$ cat config.mk
export PLATFORM = sky130hd
export DESIGN_NAME = nsdq_dither
export DESIGN_NICKNAME = d
export VERILOG_FILES = /design/src/sv/nsdq_pkg.sv /design/src/sv/nsdq_ram.sv /design/src/sv/nsdq_dither.sv
export SDC_FILE = /design/constraint.sdc
export NUM_CORES = 1
export LEC_CHECK = 0
export BUFFER_PORTS_ARGS = -buffer_cell sky130_fd_sc_hd__buf_2
export CORE_ASPECT_RATIO = 1.4
export CORE_MARGIN = 2
export CORE_UTILIZATION = 30
export DETAILED_ROUTE_END_ITERATION = 10
export PLACE_DENSITY = 0.55
export SETUP_SLACK_MARGIN = 0.3
export SKIP_LAST_GASP = 1
export SLEW_MARGIN = 20
export SYNTH_ARGS = -nofsm -noshare
export SYNTH_HDL_FRONTEND = slang
export SYNTH_SLANG_ARGS = --single-unit
$ cat constraint.sdc
create_clock -name clk_i -period 4.3 [get_ports clk_i]
set_input_delay 0.215 -clock clk_i [delete_from_list [all_inputs] [get_ports clk_i]]
set_output_delay 0.215 -clock clk_i [all_outputs]
set_load 0.02 [all_outputs]
$ cat src/sv/nsdq_pkg.sv
package nsdq_pkg;

  // Channel and tap geometry
  localparam int unsigned MaxChannels = 8;
  localparam int unsigned ChW = (MaxChannels > 1) ? $clog2(MaxChannels) : 1;
  localparam int unsigned EffW = $clog2(MaxChannels + 1);
  localparam int unsigned MaxTaps = 9;
  localparam int unsigned SetTaps = 9;
  localparam int unsigned UsedTaps = (MaxTaps < SetTaps) ? MaxTaps : SetTaps;
  localparam int unsigned NumGroups = (UsedTaps + 2) / 3;
  localparam int unsigned NumSets = 3;
  localparam int unsigned SetW = 2;

  // Field and register widths
  localparam int unsigned SampleW = 32;
  localparam int unsigned CodeW = 24;
  localparam int unsigned ModeW = 3;
  localparam int unsigned CntW = 4;
  localparam int unsigned CfgW = 4;
  localparam int unsigned CfgIdxW = 2;

  // Datapath widths, all in LSB units of the target word
  localparam int unsigned MW = 23;
  localparam int unsigned TapW = 20;
  localparam int unsigned CoefW = 16;
  localparam int unsigned CoefFrac = 14;
  localparam int unsigned FracBits = 16;
  localparam int unsigned XShift = 11;
  localparam int unsigned DitherW = 18;
  localparam int unsigned ProdW = TapW + CoefW;
  localparam int unsigned PSumW = ProdW + 2;
  localparam int unsigned AccW = PSumW + 2;
  localparam int unsigned FbW = AccW - CoefFrac;
  localparam int unsigned XProdW = SampleW + MW + 1;
  localparam int unsigned XRndW = XProdW - XShift;
  localparam int unsigned ShW = XRndW + 1;
  localparam int unsigned TotW = ShW + 1;
  localparam int unsigned FullW = MW + FracBits + 1;

  localparam logic [MW-1:0] M16 = MW'(32767);
  localparam logic [MW-1:0] M24 = MW'(8388607);
  localparam int ErrLimit = 524287;
  localparam logic [31:0] RngSeed = 32'h6d2b79f5;

  typedef enum logic [ModeW-1:0] {
    ModeTpdf     = 3'd0,
    ModeHighpass = 3'd1,
    ModeShaped5  = 3'd2,
    ModeShaped9  = 3'd3,
    ModeUltra    = 3'd4
  } dither_mode_e;

  typedef enum logic [CfgIdxW-1:0] {
    CfgDitherMode   = 2'd0,
    CfgWordLength24 = 2'd1,
    CfgChannelCount = 2'd2
  } cfg_idx_e;

  // Pipeline moves, all decided in the top level
  typedef struct packed {
    logic accept;
    logic move_b;
    logic move_c;
    logic move_d;
    logic move_o;
  } pipe_ctl_t;

  // Q2.14 feedback coefficients, one row per shaped mode
  localparam logic signed [CoefW-1:0] CoefTable [NumSets][SetTaps] = '{
    '{16'sd13435, -16'sd6226, 16'sd3113, -16'sd1311, 16'sd410,
      16'sd0, 16'sd0, 16'sd0, 16'sd0},
    '{16'sd15565, -16'sd8520, 16'sd5079, -16'sd2949, 16'sd1638,
      -16'sd852, 16'sd410, -16'sd164, 16'sd49},
    '{16'sd17695, -16'sd11141, 16'sd7537, -16'sd4915, 16'sd3113,
      -16'sd1802, 16'sd901, -16'sd360, 16'sd98}
  };

endpackage

$ cat src/sv/nsdq_ram.sv
module nsdq_ram #(
  parameter int unsigned Width = 8,
  parameter int unsigned Depth = 8,
  parameter int unsigned AddrW = (Depth > 1) ? $clog2(Depth) : 1
) (
  input  logic             clk_i,
  input  logic             we_i,
  input  logic [AddrW-1:0] waddr_i,
  input  logic [Width-1:0] wdata_i,
  input  logic             re_i,
  input  logic [AddrW-1:0] raddr_i,
  output logic [Width-1:0] rdata_o
);

  logic [Width-1:0] mem_q [Depth];
  logic [Width-1:0] rdata_q;

  // Read returns the old word when the same entry is written in that cycle
  always_ff @(posedge clk_i) begin
    if (we_i) begin
      mem_q[waddr_i] <= wdata_i;
    end
    if (re_i) begin
      rdata_q <= mem_q[raddr_i];
    end
  end

  assign rdata_o = rdata_q;

endmodule

$ cat src/sv/nsdq_dither.sv
module nsdq_dither (
  input  logic                               clk_i,
  input  logic                               rst_ni,
  input  nsdq_pkg::pipe_ctl_t                ctl_i,
  input  logic                               clear_i,
  input  logic                               highpass_i,
  input  logic [nsdq_pkg::ChW-1:0]           ch_i,
  output logic signed [nsdq_pkg::DitherW-1:0] dither_o
);
  import nsdq_pkg::*;

  localparam int unsigned DiffW = DitherW + 1;

  function automatic logic [31:0] xorshift32(input logic [31:0] v);
    logic [31:0] a;
    logic [31:0] b;
    a = v ^ (v << 13);
    b = a ^ (a >> 17);
    return b ^ (b << 5);
  endfunction

  logic [31:0]               rng_q, rng_d;
  logic [31:0]               r1, r2;
  logic signed [DitherW-1:0] d_acc;
  logic signed [DitherW-1:0] d_b_q;
  logic [MaxChannels-1:0]    pvld_q, pvld_d;
  logic                      pvld_b_q;
  logic [DitherW-1:0]        prior_rd;
  logic signed [DitherW-1:0] prior;
  logic signed [DiffW-1:0]   diff, diff_rnd;
  logic                      prior_we;

  // Two draws per transaction from the shared generator
  always_comb begin
    r1 = xorshift32(rng_q);
    r2 = xorshift32(r1);
    d_acc = $signed({2'b00, r1[31:16]}) - $signed({2'b00, r2[31:16]});
  end

  assign prior_we = ctl_i.accept && highpass_i;

  always_comb begin
    rng_d = rng_q;
    pvld_d = pvld_q;
    if (clear_i) begin
      rng_d = RngSeed;
      pvld_d = '0;
    end else if (ctl_i.accept) begin
      rng_d = r2;
      if (highpass_i) begin
        pvld_d[ch_i] = 1'b1;
      end
    end
  end

  always_ff @(posedge clk_i or negedge rst_ni) begin
    if (!rst_ni) begin
      rng_q <= RngSeed;
      pvld_q <= '0;
    end else begin
      rng_q <= rng_d;
      pvld_q <= pvld_d;
    end
  end

  always_ff @(posedge clk_i) begin
    if (ctl_i.accept) begin
      d_b_q <= d_acc;
      pvld_b_q <= pvld_q[ch_i];
    end
  end

  // Read the previous dither and, in high-pass mode, store the new one in the same cycle
  nsdq_ram #(
    .Width(DitherW),
    .Depth(MaxChannels)
  ) u_prior_ram (
    .clk_i  (clk_i),
    .we_i   (prior_we),
    .waddr_i(ch_i),
    .wdata_i(d_acc),
    .re_i   (ctl_i.accept),
    .raddr_i(ch_i),
    .rdata_o(prior_rd)
  );

  always_comb begin
    prior = pvld_b_q ? $signed(prior_rd) : '0;
    diff = DiffW'(d_b_q) - DiffW'(prior);
    diff_rnd = diff + (diff[DiffW-1] ? DiffW'(0) : DiffW'(1));
    dither_o = highpass_i ? $signed(diff_rnd[DiffW-1:1]) : d_b_q;
  end

endmodule

# Word level (Yosys, flattened, before mapping)
# Memory sizes are Yosys's and may differ from the RTL's. A register that Yosys moved wholly into a read port is not among the register bits.
# Cells that the tools add are included.
# totals
reg_bits	58
latch_bits	0
ram_bits	144
mem_bits_ro	0
out_inout_bits	18
mem_count	1
# op_classes
addsub	3
n_mul	0
n_div	0
n_lt_le_gt_ge	2
n_eq_ne	0
n_shift	0
mux	14
bitwise_logic	7
n_reduce_logical	5
# memory_table
memory	depth	width	rd	rd_clocked_by_memory_dff	write_ports	line	text
u_prior_ram.mem_q	8	18	1	1	1	nsdq_ram.sv:15	logic [Width-1:0] mem_q [Depth];
# op_table
operator	count
XOR 32 bit	4
two-way mux 32 bit	2
XOR 32 x 15 -> 32 bit	2
two-way mux 18 bit	2
two-way mux 8 bit	3
adder 19 x 2 -> 19 bit	1
subtractor 17 x 18 -> 19 bit	1
subtractor 16 x 16 -> 17 bit	1
bitwise OR 8 bit	1
two-way mux 1 bit	5
less-than comparator 3 x 4 -> 1 bit, second input constant	1
nonzero test 2 bit	2
binary-select mux 1 bit (select 3 bit)	1
demux 1 bit (select 3 bit)	1
greater-or-equal comparator 3 x 1 -> 1 bit, second input constant	1
logical AND 1 bit	2
AND reduction 2 bit	1

# Logic depth before layout (Yosys ltp)
# Gate-level depths: netlist of the first run.
# depth
word_depth	8
ltp_mapped	17
mapped_depth_nobuf	16

# Cells and area by module
# Synthesis of the first run repeated with hierarchy kept, for this count alone.
# unflattened
cells_unflattened	883
area_unflattened_um2	11823.8
# by_module_without_submodules
module	n_inst	cells_per_inst	area_each_um2	seq_area_each_um2
nsdq_ram	1	239	6144.6	4864.7
nsdq_dither	1	644	5679.2	1566.5

# Worst setup path after synthesis of the first run
# OpenSTA, ideal clock, no wires.
# synth_timing
path_kind	reg2out
from	register pvld_b_q
to	output dither_o[15] (netlist name)
t_arrival_ns	3.630
slack_ns	0.455
path_stages_with_launch	17
path_buffers	1
cell_sequence	edfxtp_1 > clkbuf_1 > and2_1 > ha_1 > fa_1 > nor2b_1 > o21a_1 > o21a_1 > o211ai_1 > a211oi_1 > nor2_1 > nor2_1 > ha_1 > and4_2 > nand3_1 > or4_1 > a31oi_1
# synth_via
elab_chain_len	5
# synth_lines
item	line	text
start, declared	nsdq_dither.sv:27	logic pvld_b_q;
start signal, assigned	nsdq_dither.sv:69	pvld_b_q <= pvld_q[ch_i];
two-way mux 18 bit *	nsdq_dither.sv:88	prior = pvld_b_q ? $signed(prior_rd) : '0;
subtractor 17 x 18 -> 19 bit *	nsdq_dither.sv:89	diff = DiffW'(d_b_q) - DiffW'(prior);
two-way mux 1 bit	nsdq_dither.sv:90	diff_rnd = diff + (diff[DiffW-1] ? DiffW'(0) : DiffW'(1));
adder 19 x 2 -> 19 bit *	nsdq_dither.sv:90	
two-way mux 18 bit *	nsdq_dither.sv:91	dither_o = highpass_i ? $signed(diff_rnd[DiffW-1:1]) : d_b_q;
end, declared	nsdq_dither.sv:8	output logic signed [nsdq_pkg::DitherW-1:0] dither_o
# Mark *: on every way between the ends. The rest lies on a longest branch, timed or not.

# Final worst setup path of the first run
# layout_timing
from	register pvld_b_q
to	output dither_o[13] (netlist name)
# Same word-level chain as after synthesis.

==> reports/qor.yml, run 1 <==
timing:
  grt_setup_unrepaired: "true"
  clock_skew_ps: 12.3
  max_freq_mhz: 243
  fin_setup_tns_ps: 0
  timing.hold.ws_ps: 208
  min_period_ps: 4110
  timing.final.setup_violations: 0
  slew-limit-headroom: 0.325
  hold_violations: 0
  finalCritPeriodShare: 0.956
  worst_pin_slew_ps: 1010
  maxSlewViolCount: 0
global_routing:
  grt_max_degree: 55
  grt_pass1_wl_um: 42100
  grt_pass1_vias: 7551
  track_usage: 0.140
  gr-total-overflow: 0
  antenna_found_initial: 0
yosys:
  synthTopCellsByArea: "edfxtp_1, xnor2_1, a22oi_1"
  ys_seq_area_frac: 0.557
  synthFlopType: "edfxtp_1"
  synth_top_family_by_area: "XOR/XNOR gates"
  synthMuxAreaShare: 0.00645
  syn_area_um2: 11100
  synth_xor_area_frac: 0.142
  syn_inst: 899
  yosysUniqueCellTypes: 78
  yosys_register_bits: 211
  synth_compound_area_frac: 0.125
  synth_top_area_cell: "edfxtp_1"
  synth_top_area_share: 0.464
  synth-edff-count: 171
  synth-simple-area-share: 0.107
  yosys_warnings: 0
  synthAdderAreaFrac: 0.0387
  synthArstFlopShare: 0.190
  syn_nets: 944
  syn_avg_cell_area_um2: 12.3
hold_path:
  min_to: "u_prior_ram.rdata_o[2]"
  hp-class: "input port to register"
  hp-start: "ctl_i[4]"
  whs_path_depth: 1
route:
  firstDrtPassIters: 5
  drc: 0
  first_iter_violations: 429
  via_per_inst: 4.94
  ant_nets: 0
  wl_um: 27200
  vias: 7249
  wl_per_cell_um: 18.6
die:
  design.core.area_um2: 36600
  die_w_um: 166
  die_h_um: 231
  rows: 83
  dieArea_um2: 38500
  initial_core_util: 0.303
  ioPinCount: 30
critical_path:
  worst-r2r-cell-count: 15
  required_ps: 4090
  crit_top_cell: "o21a_1"
  worstReg2RegStart: "rng_q[9]"
  criticalPathCategory: "register to output pin"
  worstReg2RegEnd: "u_prior_ram.mem_q[7][15]"
  cp_cell_sequence: "and2_4 -> ha_4 -> fa_2 -> nor2b_1 -> o21a_1 -> o21a_1 -> o211ai_1 -> a211oi_2 -> nor2_2 -> nor2_1 -> ha_2 -> and4_4 -> nand3_4 -> or3_2 -> a31oi_1 -> buf_2"
  startpoint_type: "register"
  worstPathArrival_ps: 3900
  slowest_stage: "edfxtp_1"
  r2r_slack_ps: 490
  slowest_delay_ps: 440
  end_kind: "output pin"
  cp_max_fo: 4
layout:
  post-route-util: 0.362
  areaGrowthSynthToFinish_pct: 19.7
  antenna_cells: 0
  drive_gt1_frac: 0.245
  final_cell_mix: "edfxtp_1, xnor2_1, buf_4, a22oi_1, nor2_1"
  nets: 1031
  fin_area_um2: 13200
  layout_commonest_cell: "edfxtp_1"
place:
  portBuffers: 25
  placed_cell_area_um2: 12000
  routabilityCongestion: 0.815
  dpl.hpwl_um: 18700
flow_run:
  maxCapViolCount: 0
cts:
  ctsLongestPathBuffers: 3
  cts_htree_levels: 1
  clk_pin_slew_ps: 70
  cts_tree: "done"
  cts-root-buf: "clkbuf_16"
  clkSinkCount: 211
  insertion_delay_ps: 500
  cts_inserted_buffers: 20
status:
  status: "finished, final reports clean"
[kinds of logic after synthesis]
logic type                 after synthesis
AOI/OAI and AO/OA                      198
buffers and inverters                   58
adders and majority gates               33
and+or+nand+nor                        229
xor gates and xnor gates               163
muxes                                    7
DFF                                    211
[layer usage]
metal / up-vias / GRT usage / wire length, µm
met5: - / 0 / 0
met4: 0 / 0.0614 / 906
met3: 47 / 0.0145 / 852
met2: 159 / 0.280 / 15200
met1: 3554 / 0.146 / 10200
li1: 3489 / - / -
[layout make-up]
type                            count  area [µm²]
Clock buffer                       27         558
Clock inverter                      8        71.3
Fill cell                        3555       23300
Inverter                           17        63.8
Multi-Input combinational cell    630        5050
Sequential cell                   211        6160
Tap cell                          467         584
Timing Repair Buffer              106         761
[through the flow]
stage	setup slack [ps]	instances
2_1_floorplan	455	899
3_3_place_gp	109	1402
3_5_place_dp	49.6	1402
4_1_cts	101	1455
5_1_grt	-9.63	1466
6_report	190	1466
[cell usage after synthesis (all sizes together), types with 9 or more instances]
master / instances
a31oi: 9
or2: 9
ha: 31
buf: 9
nand4: 23
edfxtp: 171
o21ai: 16
o21bai: 12
clkbuf: 32
xor2: 56
a21o: 10
a21oi: 45
inv: 17
dfstp: 20
dfrtp: 20
and3: 24
nor2b: 12
nand2: 44
a22oi: 72
nor2: 67
xnor2: 100
[worst max-delay path, delay by kind of cell (launching register included)]
family	cells	cell delay, ps
AOI/OAI and AO/OA	5	890
adders and majority gates	3	670
and+or+nand+nor	7	1220
buffers and inverters	1	180
DFF	1	440
[worst max path at each step]
stage,startpoint,endpoint,slack [ps]
2_1_floorplan,pvld_b_q,dither_o[15],460
3_3_place_gp,rng_q[14],u_prior_ram.mem_q[4][14],110
3_5_place_dp,rng_q[11],u_prior_ram.mem_q[1][12],50
4_1_cts,pvld_b_q,dither_o[13],100
5_1_grt,pvld_b_q,dither_o[13],-10
6_report,pvld_b_q,dither_o[13],190
[flip-flops by register name, indices dropped and copies added, names as in the netlist]
signal / cells
rng_q: 32
u_prior_ram.mem_q: 136
d_b_q: 17
pvld_q: 8
u_prior_ram.rdata_o: 17
pvld_b_q: 1
[repair_timing]
| action | CTS | global route |
|---|---|---|
| pin swaps | 11 | 12 |
| setup endpoints to repair | 44 | 63 |
| buffers inserted | 17 | 10 |
| gates resized for setup | 40 | 30 |
| hold buffers | 1 | 0 |
| hold endpoints to repair | 20 | 0 |
Power of run 1 is left out: the tool's default activity adds up to more than one toggle a clock period on the data nets, which glitch-free logic cannot reach.
==> run 2: changes to the inputs <==
--- a/config.mk
+++ b/config.mk
@@ -10,7 +10,7 @@
 export CORE_MARGIN = 2
 export CORE_UTILIZATION = 30
 export DETAILED_ROUTE_END_ITERATION = 10
-export PLACE_DENSITY = 0.55
+export PLACE_DENSITY = 0.45
 export SETUP_SLACK_MARGIN = 0.3
 export SKIP_LAST_GASP = 1
 export SLEW_MARGIN = 20
==> run 2 against run 1 <==
Clock-buffer cell count grew 3. Final area grew 0.66%. Routed wire length grew 6.3%. Critical path depth is the same. Clock skew shrank 0.77 ps. Worst hold slack lost 37 ps. Cell count grew 1.0%. Fmax shrank 1.4%. Flip-flop and latch count is the same. Sequential share of layout area shrank 0.31 points. Global-route usage grew 0.96 points. Register-to-register slack gained 40 ps. Critical path type unchanged. Critical endpoint unchanged.
==> reports/qor.yml, run 2 (synthesized netlist as in run 1, its figures left out) <==
critical_path:
  slowest_delay_ps: 440  # about the same
  worst-r2r-cell-count: 16  # +1
  crit_family: "simple AND/OR/NAND/NOR gates"
  cp_max_fo: 4  # unchanged
  end_kind: "output pin"
  cp.depth: 16  # unchanged
  cp_cell_sequence: "and2_1 -> ha_2 -> fa_2 -> nor2b_1 -> o21a_1 -> o21a_1 -> o211ai_1 -> a211oi_2 -> nor2_2 -> nor2_1 -> ha_2 -> and4_4 -> nand3_4 -> or3_2 -> a31oi_1 -> buf_2"
  worstPathArrival_ps: 3950  # +50 ps
  worst-path-buf-inv: 1  # unchanged
  startpoint_type: "register"
  required_ps: 4090  # about the same
  slowest_stage: "edfxtp_1"
  criticalPathCategory: "register to output pin"
layout:
  nFillCells: 3643  # +2.5%
  layout_commonest_cell: "edfxtp_1"
  largest-register: "u_prior_ram.mem_q"
  stdcell_count: 1481  # +1.0%
  areaGrowthSynthToFinish_pct: 20.5
  largest_register_ff_count: 136  # unchanged
  final_cell_mix: "edfxtp_1, buf_4, xnor2_1, a22oi_1, nor2_1"
  drive_gt1_frac: 0.242  # -0.00363
  nets: 1045  # +1.4%
  antenna_cells: 0  # unchanged
  reg_top3: "u_prior_ram.mem_q (136), rng_q (32)"
route:
  wl_per_cell_um: 19.5  # +5.2%
  first_iter_violations: 384  # -10%
  ant_nets: 0  # unchanged
  wl_um: 28900  # +6.3%
  via_per_inst: 4.88  # -1.3%
  vias: 7226  # -0.32%
  firstDrtPassIters: 5  # unchanged
  drc: 0  # unchanged
hold_path:
  whs_path_depth: 1  # unchanged
  hp-class: "input port to register"
cts:
  insertion_delay_ps: 500  # about the same
  clkSinkCount: 211  # unchanged
  clk_pin_slew_ps: 60  # about the same
  cts-root-buf: "clkbuf_16"
  cts_htree_levels: 1  # unchanged
  cts_tree: "done"
  ctsLongestPathBuffers: 3  # unchanged
  cts_inserted_buffers: 22  # +10%
flow_run:
  maxCapViolCount: 0  # unchanged
timing:
  setup_slack_ps: 133  # -56.8 ps
  maxSlewViolCount: 0  # unchanged
  worst_pin_slew_ps: 776  # -236 ps
  hold_violations: 0  # unchanged
  clock_skew_ps: 11.5  # -0.768 ps
  grt_setup_unrepaired: "true"
  slew-limit-headroom: 0.479  # +0.154
  min_period_ps: 4170  # +56.8 ps
  finalCritPeriodShare: 0.969  # +0.0132
  max_freq_mhz: 240  # -1.4%
  timing.final.setup_violations: 0  # unchanged
place:
  dp_worst_setup_slack_ps: 122  # +72.8 ps
  routabilityCongestion: 0.767  # -5.8%
  placedCellCount: 1412  # +0.71%
  portBuffers: 25  # unchanged
  dpl.hpwl_um: 19800  # +5.8%
die:
  design.core.area_um2: 36600  # unchanged
  rows: 83  # unchanged
  ioPinCount: 30  # unchanged
  initial_core_util: 0.303  # unchanged
  die_h_um: 231  # unchanged
  dieArea_um2: 38500  # unchanged
  die_w_um: 166  # unchanged
global_routing:
  track_usage: 0.149  # +0.00962
  grt_pass1_vias: 7423  # -1.7%
  antenna_found_initial: 0  # unchanged
  grt_max_degree: 66  # +20%
  grt_pass1_wl_um: 44600  # +6.0%
  gr-total-overflow: 0  # unchanged
status:
  status: "finished, final reports clean"
-- run 2: cell count changes in the layout (fill, tap and decap cells not counted), sizes merged --
cell | before | now
inv | 17 | 18
buf | 105 | 116
clkbuf | 27 | 30
clkinvlp | 2 | 1
xor2 | 56 | 57
-- run 2: through the flow --
step / hold slack (ps) / cell area, µm² / TNS (ps) / util
3_3_place_gp: 430 / 12100 / 0 / 0.330
5_1_grt: 167 / 13300 / -309 / 0.365
3_5_place_dp: 448 / 12100 / 0 / 0.330
4_1_cts: 154 / 13000 / 0 / 0.356
6_report: 171 / 13300 / 0 / 0.365
2_1_floorplan: -80.6 / 11100 / 0 / -
-- run 2: worst paths after layout --
kind / startpoint / endpoint / slack [ps]
worst min register to register: pvld_q[3] / pvld_q[3] / 500
worst max register to register: rng_q[14] / u_prior_ram.mem_q[6][15] / 530
max in group asynchronous: rst_ni / rng_q[18] / 3650
worst max-delay path: pvld_b_q / dither_o[13] / 130
worst min-delay path: ctl_i[4] / d_b_q[7] / 170
min in group asynchronous: rst_ni / rng_q[28] / 240
-- run 2: worst reg2reg max path, stage by stage (launching register included) --
cell	delay [ps]
dfstp_2	560
buf_4	140
xnor2_2	130
xnor2_1	180
xor2_1	270
xnor2_1	110
xnor2_1	240
ha_1	330
a21o_1	190
a31o_2	230
o211ai_1	290
a221oi_2	120
a31oi_2	210
o21ai_1	90
a21oi_1	170
xnor2_1	90
buf_4	180
-- run 2: area by class of cell --
| cell class | count | area [µm²] | area share |
|---|---|---|---|
| Clock inverter | 8 | 71.3 | 0.00535 |
| Inverter | 17 | 63.8 | 0.00479 |
| Tap cell | 467 | 584 | 0.0438 |
| Clock buffer | 30 | 602 | 0.0451 |
| Timing Repair Buffer | 117 | 871 | 0.0653 |
| Sequential cell | 211 | 6160 | 0.462 |
| Multi-Input combinational cell | 631 | 4980 | 0.373 |
-- run 2: timing repair --
item                                    CTS  global route
pin swaps                                 8            19
hold buffers                              1             0
endpoints found under the setup margin   48            67
resized for setup                        34            28
setup buffers                            14            14
gates cloned                              0             1
endpoints found under the hold margin    20             0
-- run 2: per-layer routing --
layer,vias up,share of wire,track usage
met5,-,0,0
met4,0,0.026,0.0442
met3,35,0.027,0.0142
met2,110,0.53,0.285
met1,3560,0.41,0.177
li1,3521,-,-
Power of run 2 is left out for the same reason.
==> run 3: changes to the inputs <==
--- a/config.mk
+++ b/config.mk
@@ -16,4 +16,5 @@
 export SLEW_MARGIN = 20
 export SYNTH_ARGS = -nofsm -noshare
 export SYNTH_HDL_FRONTEND = slang
+export SYNTH_HIERARCHICAL = 1
 export SYNTH_SLANG_ARGS = --single-unit
==> run 3 against run 2 <==
The flow now finishes with violations (setup timing). Flip-flop and latch count increased by 9. Worst setup slack worse by 470 ps. Clock skew rose by 4.9 ps. Global-route usage fell by 0.66 points. Via count is 0.30% higher. Synthesized cell count is 1.8% lower. Die area up 6.7%. Core utilization increased by 0.81 points. Non-clock buffer count is 27 higher. Cell count rose by 4.9%.
==> reports/qor.yml, run 3 <==
yosys:
  syn_area_um2: 11800  # +6.9%
  ys_seq_area_frac: 0.544  # -0.0130
  synth_most_common_cell: "edfxtp_1"
  synthFlopType: "edfxtp_1"
  yosys_warnings: 6  # +6
  synthArstFlopShare: 0.182  # -0.00776
  synth-edff-count: 180  # +5.3%
  synthTopCellsByArea: "edfxtp_1, mux4_1, xnor2_1"
  synthTopCellsByCount: "edfxtp_1, xnor2_1, nor2_1"
  syn_inst: 883  # -1.8%
  syn_avg_cell_area_um2: 13.4  # +8.8%
  synth_top_area_cell: "edfxtp_1"
  yosys_register_bits: 220  # +4.3%
  synth_top_area_share: 0.457  # -0.00701
  syn_nets: 929  # -1.6%
  yosysUniqueCellTypes: 66  # -15%
route:
  ant_nets: 0  # unchanged
  vias: 7248  # +0.30%
  drc: 0  # unchanged
  first_iter_violations: 314  # -18%
  firstDrtPassIters: 4  # -1
  via_per_inst: 4.66  # -4.4%
  wl_um: 28800  # -0.29%
  wl_per_cell_um: 18.6  # -5.0%
cts:
  cts_tree: "done"
  ctsLongestPathBuffers: 3  # unchanged
  cts_htree_levels: 1  # unchanged
  clkSinkCount: 220  # +4.3%
  insertion_delay_ps: 510  # about the same
  cts_inserted_buffers: 22  # unchanged
  cts-root-buf: "clkbuf_16"
  clk_pin_slew_ps: 60  # about the same
timing:
  finalCritPeriodShare: 1.08  # +0.109
  max_freq_mhz: 216  # -10%
  setup_slack_ps: -337  # -469 ps
  slew-limit-headroom: 0.404  # -0.0754
  hold_violations: 0  # unchanged
  worst_pin_slew_ps: 888  # +112 ps
  grt_setup_unrepaired: "true"
  clock_skew_ps: 16.4  # +4.92 ps
  timing.final.setup_violations: 8  # +8
  maxSlewViolCount: 0  # unchanged
  min_period_ps: 4640  # +469 ps
die:
  die_w_um: 172  # +3.3%
  design.core.area_um2: 39200  # +7.1%
  rows: 86  # +3.6%
  die_h_um: 239  # +3.3%
  initial_core_util: 0.302  # -0.000764
  ioPinCount: 30  # unchanged
  dieArea_um2: 41000  # +6.7%
global_routing:
  gr-total-overflow: 0  # unchanged
  antenna_found_initial: 0  # unchanged
  grt_max_degree: 66  # unchanged
  grt_pass1_vias: 7481  # +0.78%
  track_usage: 0.143  # -0.00657
  grt_pass1_wl_um: 44100  # -1.2%
place:
  routabilityCongestion: 0.768  # about the same
  placed_cell_area_um2: 13100  # +8.8%
  portBuffers: 25  # unchanged
  dpl.hpwl_um: 20500  # +3.7%
critical_path:
  end_kind: "output pin"
  cp_max_fo: 4  # unchanged
  required_ps: 4090  # about the same
  worstPathArrival_ps: 4420  # +470 ps
  startpoint_type: "register"
  criticalPathCategory: "register to output pin"
layout:
  antenna_cells: 0  # unchanged
  layout_commonest_cell: "edfxtp_1"
  nets: 1057  # +1.1%
  fin_area_um2: 14600  # +9.5%
  largest-register: "u_prior_ram/mem_q"
  nFillCells: 3866  # +6.1%
  final_cell_mix: "edfxtp_1, buf_4, xnor2_1, nor2_1, xor2_1"
  areaGrowthSynthToFinish_pct: 23.5
  drive_gt1_frac: 0.299  # +0.0576
  largest_register_ff_count: 144  # +5.9%
  post-route-util: 0.373  # +0.00810
hold_path:
  hp-class: "input port to register"
status:
  violations: "setup timing"
  status: "finished with violations"
flow_run:
  maxCapViolCount: 0  # unchanged
run 3: cell types whose count changed after synthesis, sizes merged, moves of 6 or more:
| cell | change |
|---|---|
| a22oi | -71 |
| buf | +7 |
| mux4 | +38 |
| edfxtp | +9 |
| xnor2 | -6 |
| nand4 | -21 |
| and3 | -11 |
| mux2 | +20 |
| clkbuf | -8 |
| a21oi | +8 |
| nand3 | +9 |
| inv | +8 |
run 3: critical path, cell delays in order (launching register included):
cell and delay (ps):
edfxtp_1 440, and2_4 180, ha_4 150, fa_2 330
nand2b_4 150, a21boi_4 150, o21ai_2 80, a21oi_2 220
o2111ai_2 140, and4_4 210, or4b_4 520, or4b_4 550
or3_1 310, a221o_1 310, buf_2 160
run 3: cells by family after synthesis:
group | share of synthesized area
flip-flops | 0.544
AND/OR/NAND/NOR | 0.0847
XOR/XNOR | 0.128
AO/OA/AOI/OAI | 0.0762
buffers and inverters | 0.0248
multiplexers | 0.106
adder cells (fa/ha/maj) | 0.0372
run 3: timing repair:
action,in CTS,in global routing
hold endpoints to repair,20,0
resized for setup,60,29
buffers inserted,26,9
hold buffers,1,0
pin swaps,35,34
setup endpoints to repair,96,87
gates cloned,2,0
run 3: final timing paths:
kind	start	to	slack (ps)	cells after the start
worst max-delay path	pvld_b_q	dither_o[17]	-340	14
worst min-delay path	ctl_i[4]	d_b_q[2]	60	1
worst max register to register	rng_q[14]	u_prior_ram/mem_q[5][16]	280	21
worst min register to register	pvld_q[6]	pvld_q[6]	500	2
max in group asynchronous	rst_ni	rng_q[25]	3650	2
min in group asynchronous	rst_ni	pvld_q[4]	250	2
run 3: routing by layer:
metal  up-vias  share of wire  track usage
li1       3524              -            -
met1      3612           0.40        0.163
met2        79           0.56        0.279
met3        33          0.021       0.0144
met4         0          0.019       0.0364
met5         -              0            0
run 3: cell type report:
class                   instances  area (µm²)  share of cell area
flip-flops and latches        220        6430               0.440
multi-input cells             598        5560               0.381
repair buffers                144        1150              0.0791
well taps                     528         661              0.0452
clock buffers                  27         591              0.0404
clock inverters                12         115             0.00788
inverters                      25        93.8             0.00643
run 3: through the flow:
step	hold slack [ps]	setup WS, ps	cells	setup TNS, ps
final	59.9	-337	1554	-1740
after global routing	56.9	-554	1554	-3590
after CTS	39.9	-412	1545	-1390
after detailed placement	451	-98.3	1477	-1260
after global placement	457	-114	1477	-2890
after floorplan	-80.6	208	883	0
Power of run 3 is left out for the same reason.
